[src/udpcs_pkg.sv]
// Shared types and constants for the UDP receive checksum validator.
// Used by the front end, the packet queue, the back end and the top level.
package udpcs_pkg;

	localparam int unsigned QUEUE_DEPTH = 2;

	localparam logic [15:0] HDR_BYTES = 16'd8;
	localparam logic [15:0] UDP_PROTO = 16'd17;
	localparam logic [15:0] MASK16    = 16'hFFFF;

	// Byte offsets of the header words within the datagram.
	localparam logic [15:0] OFF_SRC_PORT = 16'd0;
	localparam logic [15:0] OFF_DST_PORT = 16'd2;
	localparam logic [15:0] OFF_LENGTH   = 16'd4;
	localparam logic [15:0] OFF_CHECKSUM = 16'd6;

	typedef enum logic [1:0] {
		VERDICT_ACCEPT  = 2'd0,
		VERDICT_RUNT    = 2'd1,
		VERDICT_BAD_LEN = 2'd2,
		VERDICT_BAD_SUM = 2'd3
	} verdict_t;

	typedef struct packed {
		logic [15:0] data_word;
		logic        single_byte;
		logic        last_word;
		logic [31:0] source_addr;
		logic [31:0] target_addr;
	} in_item_t;

	typedef struct packed {
		verdict_t    verdict;
		logic [15:0] from_port;
		logic [15:0] to_port;
		logic [15:0] payload_bytes;
		logic [31:0] accepted_total;
		logic [31:0] dropped_total;
		logic [31:0] bad_sum_total;
	} out_item_t;

	// Per-packet summary handed from the front end to the back end.
	typedef struct packed {
		logic [15:0] sum;
		logic [15:0] byte_count;
		logic [15:0] from_port;
		logic [15:0] dst_port;
		logic [15:0] length;
		logic [15:0] checksum;
		logic [31:0] src_addr;
		logic [31:0] dst_addr;
	} pkt_rec_t;

endpackage

[src/udpcs_front.sv]
// Front end: takes packet words, captures the header, counts bytes and sums.
// Depends on udpcs_pkg; pushes one summary per packet into the queue.
module udpcs_front (
	input  logic                clk,
	input  logic                arst_n,
	input  logic                item_valid,
	output logic                item_ready,
	input  udpcs_pkg::in_item_t item,
	output logic                rec_valid,
	input  logic                rec_ready,
	output udpcs_pkg::pkt_rec_t rec
);
	import udpcs_pkg::*;

	logic [15:0] count_q;
	logic [15:0] sum_q;
	logic [15:0] from_port_q;
	logic [15:0] dst_port_q;
	logic [15:0] length_q;
	logic [15:0] checksum_q;

	logic        single;
	logic [15:0] word;
	logic [15:0] addend;
	logic [16:0] raw_sum;
	logic [15:0] sum_next;
	logic [15:0] from_port_next;
	logic [15:0] dst_port_next;
	logic [15:0] length_next;
	logic [15:0] checksum_next;
	logic [16:0] count_raw;
	logic [15:0] count_next;
	logic [16:0] off_plus1;
	logic        take;

	assign item_ready = rec_ready;
	assign take       = item_valid && item_ready;

	always_comb begin
		single         = item.last_word && item.single_byte;
		word           = single ? {item.data_word[15:8], 8'h00} : item.data_word;
		off_plus1      = {1'b0, count_q} + 17'd1;
		addend         = '0;
		from_port_next = from_port_q;
		dst_port_next  = dst_port_q;
		length_next    = length_q;
		checksum_next  = checksum_q;
		if (count_q == OFF_SRC_PORT) begin
			from_port_next = word;
			addend         = word;
		end else if (count_q == OFF_DST_PORT) begin
			dst_port_next = word;
			addend        = word;
		end else if (count_q == OFF_LENGTH) begin
			length_next = word;
			addend      = word;
		end else if (count_q == OFF_CHECKSUM) begin
			checksum_next = word;
		end else if (count_q >= HDR_BYTES) begin
			// Bytes past the UDP length are counted but left out of the sum.
			if (count_q < length_q) begin
				addend[15:8] = word[15:8];
			end
			if (off_plus1 < {1'b0, length_q}) begin
				addend[7:0] = word[7:0];
			end
		end
		raw_sum   = {1'b0, sum_q} + {1'b0, addend};
		sum_next  = raw_sum[15:0] + {15'd0, raw_sum[16]};
		count_raw = {1'b0, count_q} + (single ? 17'd1 : 17'd2);
		count_next = count_raw[16] ? MASK16 : count_raw[15:0];
	end

	assign rec_valid = take && item.last_word;

	always_comb begin
		rec.sum        = sum_next;
		rec.byte_count = count_next;
		rec.from_port  = from_port_next;
		rec.dst_port   = dst_port_next;
		rec.length     = length_next;
		rec.checksum   = checksum_next;
		rec.src_addr   = item.source_addr;
		rec.dst_addr   = item.target_addr;
	end

	always_ff @(posedge clk or negedge arst_n) begin
		if (!arst_n) begin
			count_q     <= '0;
			sum_q       <= '0;
			from_port_q <= '0;
			dst_port_q  <= '0;
			length_q    <= '0;
			checksum_q  <= '0;
		end else if (take) begin
			if (item.last_word) begin
				count_q     <= '0;
				sum_q       <= '0;
				from_port_q <= '0;
				dst_port_q  <= '0;
				length_q    <= '0;
				checksum_q  <= '0;
			end else begin
				count_q     <= count_next;
				sum_q       <= sum_next;
				from_port_q <= from_port_next;
				dst_port_q  <= dst_port_next;
				length_q    <= length_next;
				checksum_q  <= checksum_next;
			end
		end
	end

`ifndef SYNTHESIS
	// Only whole words arrive before the last one, so the count stays even.
	a_count_even: assert property (@(posedge clk) disable iff (!arst_n)
		count_q[0] |-> count_q == MASK16)
		else $error("byte count odd before saturation");

	// A last word always leaves the packet state cleared.
	a_clear_on_last: assert property (@(posedge clk) disable iff (!arst_n)
		take && item.last_word |=> count_q == '0 && sum_q == '0)
		else $error("packet state not cleared after last word");

	// A summary is only pushed while the queue has room.
	a_push_room: assert property (@(posedge clk) disable iff (!arst_n)
		rec_valid |-> rec_ready)
		else $error("summary pushed into a full queue");
`endif

endmodule

[src/udpcs_queue.sv]
// Short queue of packet summaries between the front end and the back end.
// Depends on udpcs_pkg for the summary record type.
module udpcs_queue #(
	parameter int unsigned DEPTH = udpcs_pkg::QUEUE_DEPTH
) (
	input  logic                clk,
	input  logic                arst_n,
	input  logic                wr_valid,
	output logic                wr_ready,
	input  udpcs_pkg::pkt_rec_t wr_data,
	output logic                rd_valid,
	input  logic                rd_ready,
	output udpcs_pkg::pkt_rec_t rd_data
);
	import udpcs_pkg::*;

	localparam int unsigned PTR_W = (DEPTH > 1) ? $clog2(DEPTH) : 1;
	localparam int unsigned CNT_W = $clog2(DEPTH + 1);

	pkt_rec_t           mem_q [DEPTH];
	logic [PTR_W-1:0]   wr_ptr_q;
	logic [PTR_W-1:0]   rd_ptr_q;
	logic [CNT_W-1:0]   fill_q;
	logic               push;
	logic               pop;

	assign wr_ready = fill_q != CNT_W'(DEPTH);
	assign rd_valid = fill_q != '0;
	assign push     = wr_valid && wr_ready;
	assign pop      = rd_valid && rd_ready;
	assign rd_data  = mem_q[rd_ptr_q];

	function automatic logic [PTR_W-1:0] wrap_inc(input logic [PTR_W-1:0] p);
		return (p == PTR_W'(DEPTH - 1)) ? '0 : p + PTR_W'(1);
	endfunction

	always_ff @(posedge clk) begin
		if (push) begin
			mem_q[wr_ptr_q] <= wr_data;
		end
	end

	always_ff @(posedge clk or negedge arst_n) begin
		if (!arst_n) begin
			wr_ptr_q <= '0;
			rd_ptr_q <= '0;
			fill_q   <= '0;
		end else begin
			if (push) begin
				wr_ptr_q <= wrap_inc(wr_ptr_q);
			end
			if (pop) begin
				rd_ptr_q <= wrap_inc(rd_ptr_q);
			end
			if (push && !pop) begin
				fill_q <= fill_q + CNT_W'(1);
			end else if (pop && !push) begin
				fill_q <= fill_q - CNT_W'(1);
			end
		end
	end

endmodule

[src/udpcs_back.sv]
// Back end: adds the pseudo-header, checks length and checksum, keeps counters.
// Depends on udpcs_pkg; two pipeline stages, the second one is the output register.
module udpcs_back (
	input  logic                 clk,
	input  logic                 arst_n,
	input  logic                 rec_valid,
	output logic                 rec_ready,
	input  udpcs_pkg::pkt_rec_t  rec,
	output logic                 result_valid,
	input  logic                 result_ready,
	output udpcs_pkg::out_item_t result
);
	import udpcs_pkg::*;

	// Stage 1: classification and two partial sums.
	logic        valid_s1;
	logic        runt_s1;
	logic        bad_len_s1;
	logic [17:0] part_a_s1;
	logic [17:0] part_b_s1;
	logic [15:0] length_s1;
	logic [15:0] checksum_s1;
	logic [15:0] from_port_s1;
	logic [15:0] dst_port_s1;

	// Stage 2: the result register.
	logic        valid_s2;
	out_item_t   result_s2;

	logic [31:0] accept_ctr_q;
	logic [31:0] drop_ctr_q;
	logic [31:0] sum_err_ctr_q;

	logic        adv_s2;
	logic        adv_s1;
	logic        load_s2;
	logic [18:0] total;
	logic [16:0] fold1;
	logic [15:0] fold2;
	logic [15:0] calc;
	verdict_t    verdict;
	logic        inc_accept;
	logic        inc_drop;
	logic        inc_sum_err;
	logic [31:0] accept_next;
	logic [31:0] drop_next;
	logic [31:0] sum_err_next;

	assign adv_s2    = !valid_s2 || result_ready;
	assign adv_s1    = !valid_s1 || adv_s2;
	assign rec_ready = adv_s1;
	assign load_s2   = valid_s1 && adv_s2;

	always_ff @(posedge clk or negedge arst_n) begin
		if (!arst_n) begin
			valid_s1 <= 1'b0;
		end else if (adv_s1) begin
			valid_s1 <= rec_valid;
		end
	end

	always_ff @(posedge clk) begin
		if (adv_s1 && rec_valid) begin
			runt_s1      <= rec.byte_count < HDR_BYTES;
			bad_len_s1   <= rec.length < HDR_BYTES || rec.length > rec.byte_count;
			part_a_s1    <= {2'b00, rec.sum} + {2'b00, rec.src_addr[31:16]}
				+ {2'b00, rec.src_addr[15:0]} + {2'b00, rec.dst_addr[31:16]};
			part_b_s1    <= {2'b00, rec.dst_addr[15:0]} + {2'b00, UDP_PROTO}
				+ {2'b00, rec.length};
			length_s1    <= rec.length;
			checksum_s1  <= rec.checksum;
			from_port_s1 <= rec.from_port;
			dst_port_s1  <= rec.dst_port;
		end
	end

	// End-around-carry folding of the wide sum. The protocol word makes the
	// total nonzero, so the folded value lands in 1..0xFFFF as in serial form.
	always_comb begin
		total = {1'b0, part_a_s1} + {1'b0, part_b_s1};
		fold1 = {1'b0, total[15:0]} + {14'd0, total[18:16]};
		fold2 = fold1[15:0] + {15'd0, fold1[16]};
		calc  = ~fold2;
		if (calc == '0) begin
			calc = MASK16;
		end
		inc_accept  = 1'b0;
		inc_drop    = 1'b0;
		inc_sum_err = 1'b0;
		if (runt_s1) begin
			verdict  = VERDICT_RUNT;
			inc_drop = 1'b1;
		end else if (bad_len_s1) begin
			verdict  = VERDICT_BAD_LEN;
			inc_drop = 1'b1;
		end else if (checksum_s1 != '0 && checksum_s1 != calc) begin
			verdict     = VERDICT_BAD_SUM;
			inc_sum_err = 1'b1;
		end else begin
			verdict    = VERDICT_ACCEPT;
			inc_accept = 1'b1;
		end
		accept_next  = accept_ctr_q + {31'd0, inc_accept};
		drop_next    = drop_ctr_q + {31'd0, inc_drop};
		sum_err_next = sum_err_ctr_q + {31'd0, inc_sum_err};
	end

	always_ff @(posedge clk or negedge arst_n) begin
		if (!arst_n) begin
			valid_s2      <= 1'b0;
			accept_ctr_q  <= '0;
			drop_ctr_q    <= '0;
			sum_err_ctr_q <= '0;
		end else begin
			if (adv_s2) begin
				valid_s2 <= valid_s1;
			end
			if (load_s2) begin
				accept_ctr_q  <= accept_next;
				drop_ctr_q    <= drop_next;
				sum_err_ctr_q <= sum_err_next;
			end
		end
	end

	always_ff @(posedge clk) begin
		if (load_s2) begin
			result_s2.verdict        <= verdict;
			result_s2.from_port      <= from_port_s1;
			result_s2.to_port        <= dst_port_s1;
			result_s2.payload_bytes  <= inc_accept ? length_s1 - HDR_BYTES : 16'd0;
			result_s2.accepted_total <= accept_next;
			result_s2.dropped_total  <= drop_next;
			result_s2.bad_sum_total  <= sum_err_next;
		end
	end

	assign result_valid = valid_s2;
	assign result       = result_s2;

`ifndef SYNTHESIS
	// Each packet bumps exactly one of the three counters.
	a_one_counter: assert property (@(posedge clk) disable iff (!arst_n)
		load_s2 |-> $onehot({inc_accept, inc_drop, inc_sum_err}))
		else $error("packet did not bump exactly one counter");

	// Only accepted packets report a payload length.
	a_payload_zero: assert property (@(posedge clk) disable iff (!arst_n)
		valid_s2 && result_s2.verdict != VERDICT_ACCEPT |-> result_s2.payload_bytes == '0)
		else $error("payload length reported for a rejected packet");

	// Counters move only when a packet enters the result register.
	a_ctr_hold: assert property (@(posedge clk) disable iff (!arst_n)
		!load_s2 |=> $stable(accept_ctr_q) && $stable(drop_ctr_q) && $stable(sum_err_ctr_q))
		else $error("counter changed without a packet");
`endif

endmodule

[src/udp_rx_validate_checksum.sv]
// UDP receive validator: one 16-bit word per cycle, one verdict per packet.
// Throughput is one word every cycle; the front end never waits on the back end
// unless the summary queue (two entries by default) is full. A verdict passes the
// queue, the back end's classification stage and its output register in turn.
// Reset (arst_n low) clears the per-packet state, the queue, the pipeline and
// the accepted, dropped and checksum-error counters to zero.
module udp_rx_validate_checksum #(
	parameter int unsigned QUEUE_DEPTH = udpcs_pkg::QUEUE_DEPTH
) (
	input  logic                 clk,
	input  logic                 arst_n,
	input  logic                 item_valid,
	output logic                 item_ready,
	input  udpcs_pkg::in_item_t  item,
	output logic                 result_valid,
	input  logic                 result_ready,
	output udpcs_pkg::out_item_t result
);
	import udpcs_pkg::*;

	// The front end walks the datagram word by word. It captures the source
	// port, destination port, length and checksum at their fixed offsets,
	// keeps a saturating byte count, sums every in-length byte but the checksum
	// into a running ones-complement sum, and on the last word pushes one summary.
	logic     push_valid;
	logic     push_ready;
	pkt_rec_t push_rec;

	// Summaries leave the queue into the back end, which adds the
	// pseudo-header words and decides the verdict.
	logic     pop_valid;
	logic     pop_ready;
	pkt_rec_t pop_rec;

	udpcs_front u_front (
		.clk        (clk),
		.arst_n     (arst_n),
		.item_valid (item_valid),
		.item_ready (item_ready),
		.item       (item),
		.rec_valid  (push_valid),
		.rec_ready  (push_ready),
		.rec        (push_rec)
	);

	// The queue lets a stalled output hold back up to QUEUE_DEPTH summaries,
	// beyond those in the back end, before the word stream itself sees backpressure.
	udpcs_queue #(
		.DEPTH (QUEUE_DEPTH)
	) u_queue (
		.clk      (clk),
		.arst_n   (arst_n),
		.wr_valid (push_valid),
		.wr_ready (push_ready),
		.wr_data  (push_rec),
		.rd_valid (pop_valid),
		.rd_ready (pop_ready),
		.rd_data  (pop_rec)
	);

	// The back end holds the wrapping counters and the output register, so
	// a finished verdict can wait for its transfer while the next one forms.
	udpcs_back u_back (
		.clk          (clk),
		.arst_n       (arst_n),
		.rec_valid    (pop_valid),
		.rec_ready    (pop_ready),
		.rec          (pop_rec),
		.result_valid (result_valid),
		.result_ready (result_ready),
		.result       (result)
	);

endmodule
[config.mk]
export PLATFORM = sky130hd
export DESIGN_NAME = udp_rx_validate_checksum
export DESIGN_NICKNAME = d
export VERILOG_FILES = /design/src/udpcs_pkg.sv /design/src/udpcs_front.sv /design/src/udpcs_queue.sv /design/src/udpcs_back.sv /design/src/udp_rx_validate_checksum.sv
export SDC_FILE = /design/constraint.sdc
export NUM_CORES = 1
export LEC_CHECK = 0
export ABC_AREA = 1
export ABC_CLOCK_PERIOD_IN_PS = 8200
export BUFFER_PORTS_ARGS = -buffer_cell sky130_fd_sc_hd__buf_2
export CAP_MARGIN = 10
export CORE_MARGIN = 2
export CORE_UTILIZATION = 45
export CTS_CLUSTER_DIAMETER = 80
export DETAILED_ROUTE_END_ITERATION = 10
export SLEW_MARGIN = 20
export SYNTH_ARGS = -nofsm -noshare
export SYNTH_HDL_FRONTEND = slang
export SYNTH_SLANG_ARGS = --single-unit
[constraint.sdc]
create_clock -name clk -period 8.2 [get_ports clk]
set_input_delay 0.41 -clock clk [delete_from_list [all_inputs] [get_ports clk]]
set_output_delay 0.41 -clock clk [all_outputs]
set_load 0.01 [all_outputs]
# --- After elaboration in Yosys (flattened, before gate mapping) ---
# Memory sizes are Yosys's and may differ from the RTL's.
# Cells that the tools add are included.
word_totals:
  input_bits: 86
  reg_bits: 446
  wordCells: 126
  out_inout_bits: 148
  n_memories: 1
  ramBits: 320
op_classes:
  bitwise_logic: 1
  n_eq_ne: 5
  reduce_logical: 21
  mux: 43
  order_cmp: 6
  add_sub_neg: 20
memory_table:
  columns: ["memory", "depth", "word_bits", "rd", "rd_ports_with_merged_regs", "write_ports", "line", "text"]
  rows:
  - ["u_queue.mem_q", 2, 160, 1, 0, 1, "udpcs_queue.sv:20", "pkt_rec_t mem_q [DEPTH];"]
ops:
  columns: ["operator", "count"]
  rows:
  - ["16-bit 2-to-1 mux", 23]
  - ["32-bit by 1-bit adder with 32-bit output", 3]
  - ["18-bit by 16-bit adder with 18-bit output", 3]
  - ["16-bit by 16-bit adder with 17-bit output", 2]
  - ["16-bit by 1-bit adder with 16-bit output", 2]
  - ["16-bit by 3-bit equality test with 1-bit output, second input constant", 2]
  - ["16-bit zero test", 2]
  - ["16-bit by 4-bit < comparator with 1-bit output, second input constant", 2]
  - ["8-bit 2-to-1 mux", 3]
  - ["18-bit by 18-bit adder with 19-bit output", 1]
  - ["16-bit by 1-bit adder with 17-bit output, second input constant", 1]
  - ["16-bit by 17-bit adder with 17-bit output", 1]
  - ["16-bit by 3-bit adder with 17-bit output", 1]
  - ["16-bit by 5-bit adder with 17-bit output, second input constant", 1]
  - ["17-bit by 16-bit < comparator with 1-bit output", 1]
  - ["16-bit by 2-bit equality test with 1-bit output, second input constant", 1]
  - ["16-bit by 4-bit greater-or-equal comparator with 1-bit output, second input constant", 1]
  - ["16-bit > comparator", 1]
  - ["16-bit < comparator", 1]
  - ["16-bit inequality test", 1]
  - ["16-bit inverter", 1]
  - ["16-bit nonzero test", 1]
  - ["16-bit by 4-bit subtractor with 16-bit output, second input constant", 1]
  - ["1-bit 2-to-1 mux", 12]
  - ["9 further kinds", 28]

# --- Longest topological paths before layout ---
# Gate-level depths: netlist (run 1).
depth:
  depth_word: 12
  ltp_mapped: 71
  mapped_depth_nobuf: 69

# --- Cells and area by module ---
# Synthesis (run 1) repeated with hierarchy kept, for this count alone.
unflattened:
  cells_unflattened: 3782
  area_unflattened_um2: 38275.5
modules_own_cells:
  columns: ["module", "area_per_inst_um2", "instances", "seq_area_each_um2", "cells_per_inst"]
  rows:
  - ["udpcs_back", 18345.1, 1, 9899.5, 1823]
  - ["udpcs_queue", 11876.4, 1, 9709.3, 864]
  - ["udpcs_front", 8054.0, 1, 2402.3, 1095]

# --- Least setup slack after synthesis (run 1) ---
# OpenSTA, ideal clock, no wires.
synth_timing:
  kind: "reg2reg"
  start: "reg u_queue.fill_q[0]"
  end: "mem u_queue.mem_q[0][0] (netlist name) (enable)"
  path_stages_with_launch: 8
  path_slack_ps: -236
  t_required_ps: 7519
  setup_time_ps: 681
  period_less_slack_ps: 8436
  t_arrival_ps: 7754
  path_buffers: 1
  cell_sequence: "dfrtp_1 inv_1 nand2_1 nand2_1 clkbuf_1 nor2_1 inv_1 nor2_1"
synth_via:
  elab_chain_cells: 6
synth_rtl:
  columns: ["element", "line", "text"]
  rows:
  - ["start, declared", "udpcs_queue.sv:23", "logic [CNT_W-1:0] fill_q;"]
  - ["start signal, assigned", "udpcs_queue.sv:56", "fill_q <= fill_q + CNT_W'(1);"]
  - ["start signal, assigned", "udpcs_queue.sv:58", "fill_q <= fill_q - CNT_W'(1);"]
  - ["2-bit inequality test *", "udpcs_queue.sv:27", "assign wr_ready = fill_q != CNT_W'(DEPTH);"]
  - ["via item_ready", "udp_rx_validate_checksum.sv:13", "output logic item_ready,"]
  - ["1-bit logical AND", "udpcs_front.sv:37", "assign take = item_valid && item_ready;"]
  - ["1-bit logical AND", "udpcs_front.sv:74", "assign rec_valid = take && item.last_word;"]
  - ["1-bit logical AND *", "udpcs_queue.sv:29", "assign push = wr_valid && wr_ready;"]
  - ["via u_queue.push", "udpcs_queue.sv:24", "logic push;"]
  - ["1-bit 2-to-1 mux *", "udpcs_queue.sv:38", "if (push) begin"]
  - ["1-bit 2-to-1 mux (not written as such) *", "udpcs_queue.sv:39", "mem_q[wr_ptr_q] <= wr_data;"]
  - ["end, declared", "udpcs_queue.sv:20", null]
# The timed path passes the listed nets; every way through them passes the cells marked *.

# --- Worst setup path in the final report (run 1) ---
layout_timing:
  start: "reg u_back.part_a_s1[0]"
  end: "reg u_back.accept_ctr_q[29]"
layout_via:
  elab_chain_cells: 12
layout_rtl:
  columns: ["element", "line", "text"]
  rows:
  - ["start, declared", "udpcs_back.sv:19", "logic [17:0] part_a_s1;"]
  - ["start signal, assigned", "udpcs_back.sv:66", "part_a_s1 <= {2'b00, rec.sum} + {2'b00, rec.src_addr[31:16]}"]
  - ["18-bit by 18-bit adder with 19-bit output *", "udpcs_back.sv:80", "total = {1'b0, part_a_s1} + {1'b0, part_b_s1};"]
  - ["16-bit by 3-bit adder with 17-bit output *", "udpcs_back.sv:81", "fold1 = {1'b0, total[15:0]} + {14'd0, total[18:16]};"]
  - ["16-bit by 1-bit adder with 16-bit output *", "udpcs_back.sv:82", "fold2 = fold1[15:0] + {15'd0, fold1[16]};"]
  - ["16-bit inverter *", "udpcs_back.sv:83", "calc = ~fold2;"]
  - ["16-bit zero test", "udpcs_back.sv:84", "if (calc == '0) begin"]
  - ["16-bit 2-to-1 mux *", "udpcs_back.sv:84", null]
  - ["16-bit inequality test *", "udpcs_back.sv:96", "end else if (checksum_s1 != '0 && checksum_s1 != calc) begin"]
  - ["1-bit logical AND *", "udpcs_back.sv:96", null]
  - ["1-bit 2-to-1 mux *", "udpcs_back.sv:96", null]
  - ["1-bit 2-to-1 mux *", "udpcs_back.sv:93", "end else if (bad_len_s1) begin"]
  - ["1-bit 2-to-1 mux *", "udpcs_back.sv:90", "if (runt_s1) begin"]
  - ["32-bit by 1-bit adder with 32-bit output *", "udpcs_back.sv:103", "accept_next = accept_ctr_q + {31'd0, inc_accept};"]
  - ["via u_back.accept_next[29]", "udpcs_back.sv:45", "logic [31:0] accept_next;"]
  - ["end signal, assigned", "udpcs_back.sv:119", "accept_ctr_q <= accept_next;"]
  - ["end, declared", "udpcs_back.sv:30", "logic [31:0] accept_ctr_q;"]
# Marked as above.
# A chain may end at the register's enable or synchronous reset.

==> flow_metrics.env, run 1 <==
export IMPL_grt_pass1_vias=25270
export IMPL_hp_class="in -> reg"
export IMPL_io_buffer_count=233
export IMPL_setup_viol=32
export IMPL_die_area_mm2=0.08479
export IMPL_r2r_cells=70
export IMPL_drt_first_pass_iters=5
export IMPL_status="complete, but fails checks"
export IMPL_syn2layout_area_growth_pct=21.60
export IMPL_maxSlewViolCount=0
export IMPL_async_reset_ff_frac=0.2585
export IMPL_whs_path_depth=3
export IMPL_violations="negative setup slack"
export IMPL_routedWlPerCell_um=16.90
export IMPL_drt_total_wl_um=89400
export IMPL_grt_max_degree=116
export IMPL_period_minus_slack_ns=8.583
export IMPL_rsz0062_at_grt="yes"
export IMPL_synthTopCellsByArea="edfxtp_1, dfrtp_1, nand2_1"
export IMPL_cts_sinks=766
export IMPL_drt_drc_violations_left=0
export IMPL_yosysUniqueCellTypes=45
export IMPL_synth_largest_area_cell="edfxtp_1"
export IMPL_cts_root_buffer="clkbuf_16"
export IMPL_reg2reg_slack_ns=-0.38
export IMPL_synth_edf_count=568
export IMPL_critPathKind="reg -> reg"
export IMPL_worstPathRequired_ns=8.71
export IMPL_placed_area_mm2=0.04034
export IMPL_cp_common_cell="nand2_1"
export IMPL_relSlewSlack=0.3011
export IMPL_grt_pass1_wl_um=138400
export IMPL_final_antenna_net_count=0
export IMPL_synthFlopType="edfxtp_1"
export IMPL_drive_above_1_share=0.1807
export IMPL_fin_area_mm2=0.04513
export IMPL_numCtsBuffers=82
export IMPL_grt_overflow=0
export IMPL_drt_vias_per_instance=4.995
export IMPL_finClkSkew_ns=0.04740
export IMPL_fillers=7090
export IMPL_clkLatencyLatePin_ns=0.66
export IMPL_critPathMaxFanout=5
export IMPL_syn_cell_area_mm2=0.03711
export IMPL_core_area_mm2=0.08185
export IMPL_max_freq_ghz=0.1165
export IMPL_vias=26420
export IMPL_io_pins=234
export IMPL_die_w_um=291.2
export IMPL_start_util=0.4535
export IMPL_clk_pin_slew_ns=0.07
export IMPL_worst_path_max_delay_cell="fa_2"
export IMPL_nNetsFinal=4407
export IMPL_ys_ff_latch=766
export IMPL_synth_cells=3661
export IMPL_layout_setup_ws_ns=-0.3829
export IMPL_ys_warn_count=0
export IMPL_max_cap_violations=0
export IMPL_setup_worst_path_end_class="register"
export IMPL_track_usage=0.2076
export IMPL_syn_nets=3919
export IMPL_syn_avg_cell_area_um2=10.14
export IMPL_synth_seq_area_share=0.5931
export IMPL_rows=105
export IMPL_dp_hpwl_um=60850
export IMPL_worstPathArrival_ns=9.09
export IMPL_critPathLaunchType="register"
export IMPL_worst_pin_slew_ns=1.046
export IMPL_tritoncts="built"
export IMPL_utilization=0.5514
export IMPL_crit_family="simple AND/OR/NAND/NOR gates"
export IMPL_gp_congestion=0.8827
export IMPL_cp_slowest_stage_delay_ns=0.37
export IMPL_timing_final_crit_share=1.047
export IMPL_cp_depth=70
export IMPL_antenna_found_initial=1
export IMPL_dieHeight_um=291.2
export IMPL_drtIter0Drc=1856
export IMPL_synth_top_area_frac=0.4596
export IMPL_clockBufferDepth=3
export IMPL_crit_buf_inv=8
export IMPL_h_tree_depth=3
export IMPL_finalHoldViolCount=0
## sequential cells by signal (all words and copies together), names as in the netlist, 2 cells and up
| register | flops |
|---|---|
| u_front.count_q | 16 |
| u_queue.mem_q | 320 |
| u_back.part_b_s1 | 18 |
| u_queue.fill_q | 2 |
| u_front.length_q | 16 |
| u_back.part_a_s1 | 18 |
| u_back.drop_ctr_q | 32 |
| u_front.from_port_q | 16 |
| u_back.length_s1 | 16 |
| u_front.checksum_q | 16 |
| u_back.result | 146 |
| u_front.dst_port_q | 16 |
| u_back.accept_ctr_q | 32 |
| u_back.from_port_s1 | 16 |
| u_back.checksum_s1 | 16 |
| u_back.sum_err_ctr_q | 32 |
| u_front.sum_q | 16 |
| u_back.dst_port_s1 | 16 |
## final timing paths
path / startpoint / endpoint
setup / recovery: u_back.part_a_s1[0] / u_back.accept_ctr_q[29]
hold / removal: item[81] / u_front.length_q[15]
setup reg to reg: u_back.part_a_s1[0] / u_back.accept_ctr_q[29]
hold reg to reg: u_back.dst_port_s1[2] / u_back.result[114]
max in group asynchronous: arst_n / u_queue.rd_ptr_q
min in group asynchronous: arst_n / u_back.drop_ctr_q[11]
## layer usage
| layer | GRT usage | routed length, um | up-vias | share of wire |
|---|---|---|---|---|
| met1 | 0.2868 | 40440 | 12460 | 0.45 |
| li1 | - | - | 13150 | - |
| met4 | 0.06786 | 2381 | 2 | 0.027 |
| met5 | 0 | 12 | - | 0.00013 |
| met3 | 0.03214 | 4799 | 156 | 0.054 |
| met2 | 0.3366 | 41760 | 648 | 0.47 |
## Yosys cell counts, types with 35 or more instances
library cell / number
a21oi_1: 102
xor2_1: 162
ha_1: 149
nand3_1: 137
clkbuf_1: 81
nand4_1: 35
o21ai_0: 196
nor2_1: 200
nor3_1: 46
dfrtp_1: 198
nand2_1: 1059
inv_1: 426
o22ai_1: 41
edfxtp_1: 568
## what timing repair did
action / 4_1_cts / 5_1_grt
pin swaps: 24 / 73
buffers inserted: 43 / 28
endpoints found under the hold margin: 209 / 0
setup endpoints to repair: 39 / 95
resized for setup: 54 / 135
gates cloned: 2 / 0
hold buffers: 66 / 0
## layout make-up
type                       instances  area [um2]  area share
sequential                       766       22020      0.4878
multi-input combinational       2371       13850      0.3068
timing repair buffer             498        3407     0.07549
clock buffer                     110        2310     0.05118
inverter                         430        1632     0.03615
tap                             1070        1339     0.02966
clock inverter                    43       578.1     0.01281
antenna                            1       2.502  0.00005545
## cells in the final DEF, fill, tap and decap left out, types with 41 or more instances in the layout
cell,count
a21oi_1,97
buf_2,232
buf_4,183
clkbuf_16,84
dfrtp_1,196
dlygate4sd3_1,66
edfxtp_1,568
ha_1,141
inv_1,415
nand2_1,1043
nand3_1,118
nor2_1,167
o21ai_0,184
o22ai_1,41
xor2_1,150
## worst reg2reg max path: cells and delay by family (launching register included)
kind,cells,cell delay (ns)
simple gates,51,5.32
fa+ha+maj,7,1.62
buf+inv,8,0.58
flops,1,0.33
xor+xnor,2,0.33
compound gates,2,0.27
## metrics by stage
step / setup slack (ns) / TNS [ns] / cells / hold WS, ns
finish: -0.3829 / -6.921 / 5289 / 0.1949
global route: -1.064 / -36.28 / 5288 / 0.2049
CTS: -0.07606 / -0.1874 / 5273 / 0.1641
detailed placement: -0.4420 / -8.553 / 5009 / 0.4045
global placement: -0.08646 / -0.6268 / 5009 / 0.4025
floorplan: -0.2356 / -75.40 / 3661 / 0.1144
## cell families (layout without fill, tap and decap cells)
logic type / count (synthesis) / after routing / share of synthesized area
buffers and inverters: 524 / 1081 / 0.05401
other: 0 / 1 / 0
multiplexers: 30 / 30 / 0.008091
AND/OR/NAND/NOR: 1573 / 1573 / 0.1759
XOR/XNOR: 193 / 193 / 0.04554
adder cells (fa/ha/maj): 172 / 172 / 0.06264
flip-flops: 766 / 766 / 0.5931
AO/OA/AOI/OAI: 403 / 403 / 0.06072
Power of run 1 is left out: the tool's default activity adds up to more than one toggle a clock period on the data nets, which glitch-free logic cannot reach.
==> run 2: changes to the inputs <==
--- a/config.mk
+++ b/config.mk
@@ -13,6 +13,7 @@
 export CORE_UTILIZATION = 45
 export CTS_CLUSTER_DIAMETER = 80
 export DETAILED_ROUTE_END_ITERATION = 10
+export SETUP_SLACK_MARGIN = 0.2
 export SLEW_MARGIN = 20
 export SYNTH_ARGS = -nofsm -noshare
 export SYNTH_HDL_FRONTEND = slang
==> flow_metrics.env, run 2 (same netlist as run 1, synthesis figures left out) <==
export IMPL_status="complete, but fails checks"
export IMPL_violations="negative setup slack"
export IMPL_power_mw=21.80
export IMPL_drt_vias_per_instance=5.003
export IMPL_setup_worst_path_end_class="register"
export IMPL_worstPathArrival_ns=8.78
export IMPL_most_common_layout_cells="nand2_1, edfxtp_1, inv_1, buf_2, dfrtp_1"
export IMPL_io_buffer_count=233
export IMPL_holdPathEnd="u_back.result_valid"
export IMPL_start_util=0.4535
export IMPL_gp_congestion=0.8811
export IMPL_rsz0062_at_grt="yes"
export IMPL_grt_overflow=0
export IMPL_h_tree_depth=3
export IMPL_finalHoldViolCount=0
export IMPL_max_freq_ghz=0.1206
export IMPL_drive_above_1_share=0.1853
export IMPL_placed_area_mm2=0.04021
export IMPL_cp_common_cell="buf_4"
export IMPL_relSlewSlack=0.3222
export IMPL_dp_hpwl_um=59790
export IMPL_worst_pin_slew_ns=1.009
export IMPL_ir_drop_mv=0.3153
export IMPL_cp_slowest_stage_delay_ns=0.36
export IMPL_die_w_um=291.2
export IMPL_rr_endpoint="u_back.accept_ctr_q[25]"
export IMPL_worstPathRequired_ns=8.69
export IMPL_maxSlewViolCount=0
export IMPL_largest_register_ffs=320
export IMPL_die_area_mm2=0.08479
export IMPL_io_pins=234
export IMPL_r2r_cells=67
export IMPL_fillers=7056
export IMPL_setup_viol=8
export IMPL_track_usage=0.2072
export IMPL_seqCellArea_mm2=0.02202
export IMPL_worstHoldStart="result_ready"
export IMPL_core_area_mm2=0.08185
export IMPL_numCtsBuffers=82
export IMPL_multi_input_area_mm2=0.01400
export IMPL_drt_first_pass_iters=5
export IMPL_largest_register="u_queue.mem_q"
export IMPL_powerDensity_mw_per_mm2=481.1
export IMPL_hp_class="in -> reg"
export IMPL_grt_pass1_wl_um=138300
export IMPL_period_minus_slack_ns=8.292
export IMPL_clockBufferDepth=3
export IMPL_p_leak_nw=20.46
export IMPL_drt_total_wl_um=89220
export IMPL_rows=105
export IMPL_final_antenna_net_count=0
export IMPL_utilization=0.5535
export IMPL_tritoncts="built"
export IMPL_clkLatencyLatePin_ns=0.64
export IMPL_dieHeight_um=291.2
export IMPL_drt_drc_violations_left=0
export IMPL_reg2reg_slack_ns=-0.09
export IMPL_critPathMaxFanout=4
export IMPL_clk_pin_slew_ns=0.06
export IMPL_max_cap_violations=0
export IMPL_syn2layout_area_growth_pct=22.07
export IMPL_whs_path_depth=4
export IMPL_fin_area_mm2=0.04530
export IMPL_grt_max_degree=171
export IMPL_routedWlPerCell_um=16.84
export IMPL_drtIter0Drc=1851
export IMPL_crit_family="simple AND/OR/NAND/NOR gates"
export IMPL_timing_final_crit_share=1.011
export IMPL_antenna_found_initial=0
export IMPL_critPathLaunchType="register"
export IMPL_grt_pass1_vias=24950
export IMPL_critPathKind="reg -> reg"
export IMPL_nNetsFinal=4414
export IMPL_crit_buf_inv=26
export IMPL_vias=26500
export IMPL_reg2reg_from="u_back.part_b_s1[9]"
export IMPL_finClkSkew_ns=0.04252
export IMPL_worst_path_max_delay_cell="edfxtp_1"
export IMPL_layout_setup_ws_ns=-0.09202
export IMPL_cts_sinks=766
export IMPL_final_common_cell="nand2_1"
export IMPL_post_place_ws_ns=-0.4157
export IMPL_cts_root_buffer="clkbuf_16"
==> run 2: per-layer routing <==
| metal | global-route usage | part of all wire |
|---|---|---|
| met1 | 0.2853 | 0.45 |
| met2 | 0.3481 | 0.48 |
| met3 | 0.02634 | 0.047 |
| met4 | 0.05282 | 0.020 |
| met5 | 0 | 0 |
==> run 2: worst reg2reg max path, delay by kind of cell, from the launching register on <==
family	cells	cell delay [ns]
xor gates and xnor gates	1	0.14
and+or+nand+nor	33	3.39
DFF	1	0.36
AOI/OAI and AO/OA	3	0.46
adders and majority gates	4	0.86
buffers and inverters	26	2.98
==> run 2: layout make-up <==
cell class | count | area share
well taps | 1070 | 0.02955
diodes | 2 | 0.0001105
clock buffers | 117 | 0.05021
repair buffers | 505 | 0.07893
clock inverters | 36 | 0.01019
multi-input cells | 2371 | 0.3091
inverters | 430 | 0.03596
flip-flops and latches | 766 | 0.4860
==> run 2: per-stage QoR <==
stage	TNS [ns]	std cells	hold WS, ns
after floorplan	-75.40	3661	0.1144
final	-0.3060	5297	0.05748
after detailed placement	-6.636	4980	0.4045
after global routing	-22.45	5295	0.06330
after CTS	0	5279	0.01187
after global placement	-1.211	4980	0.4036
==> run 2: worst max path at each step <==
stage | endpoint | cells past startpoint | from
after CTS | u_back.accept_ctr_q[28] | 70 | u_back.part_a_s1[0]
after detailed placement | u_back.sum_err_ctr_q[28] | 67 | u_back.part_a_s1[0]
after floorplan | u_queue.mem_q[0][0] | 7 | u_queue.fill_q[0]
final | u_back.accept_ctr_q[25] | 67 | u_back.part_b_s1[9]
after global placement | u_back.sum_err_ctr_q[30] | 67 | u_back.part_b_s1[0]
after global routing | u_back.accept_ctr_q[31] | 68 | u_back.part_a_s1[0]
==> run 2: power breakdown <==
group | switching, mW | leakage [nW] | internal (mW)
registers | 0.558 | 8.15 | 6.10
clock network | 1.57 | 1.31 | 2.15
logic | 7.30 | 11.0 | 4.12
total | 9.43 | 20.5 | 12.4
==> run 2: repair_timing <==
item                                    4_1_cts  5_1_grt
endpoints found under the setup margin       42      111
setup buffers                                78       16
hold buffers                                 65        0
pin swaps                                    29       39
cloned                                        3        0
resized for setup                            84      137
endpoints found under the hold margin       203        0
Power figures use the tool's default switching activity.
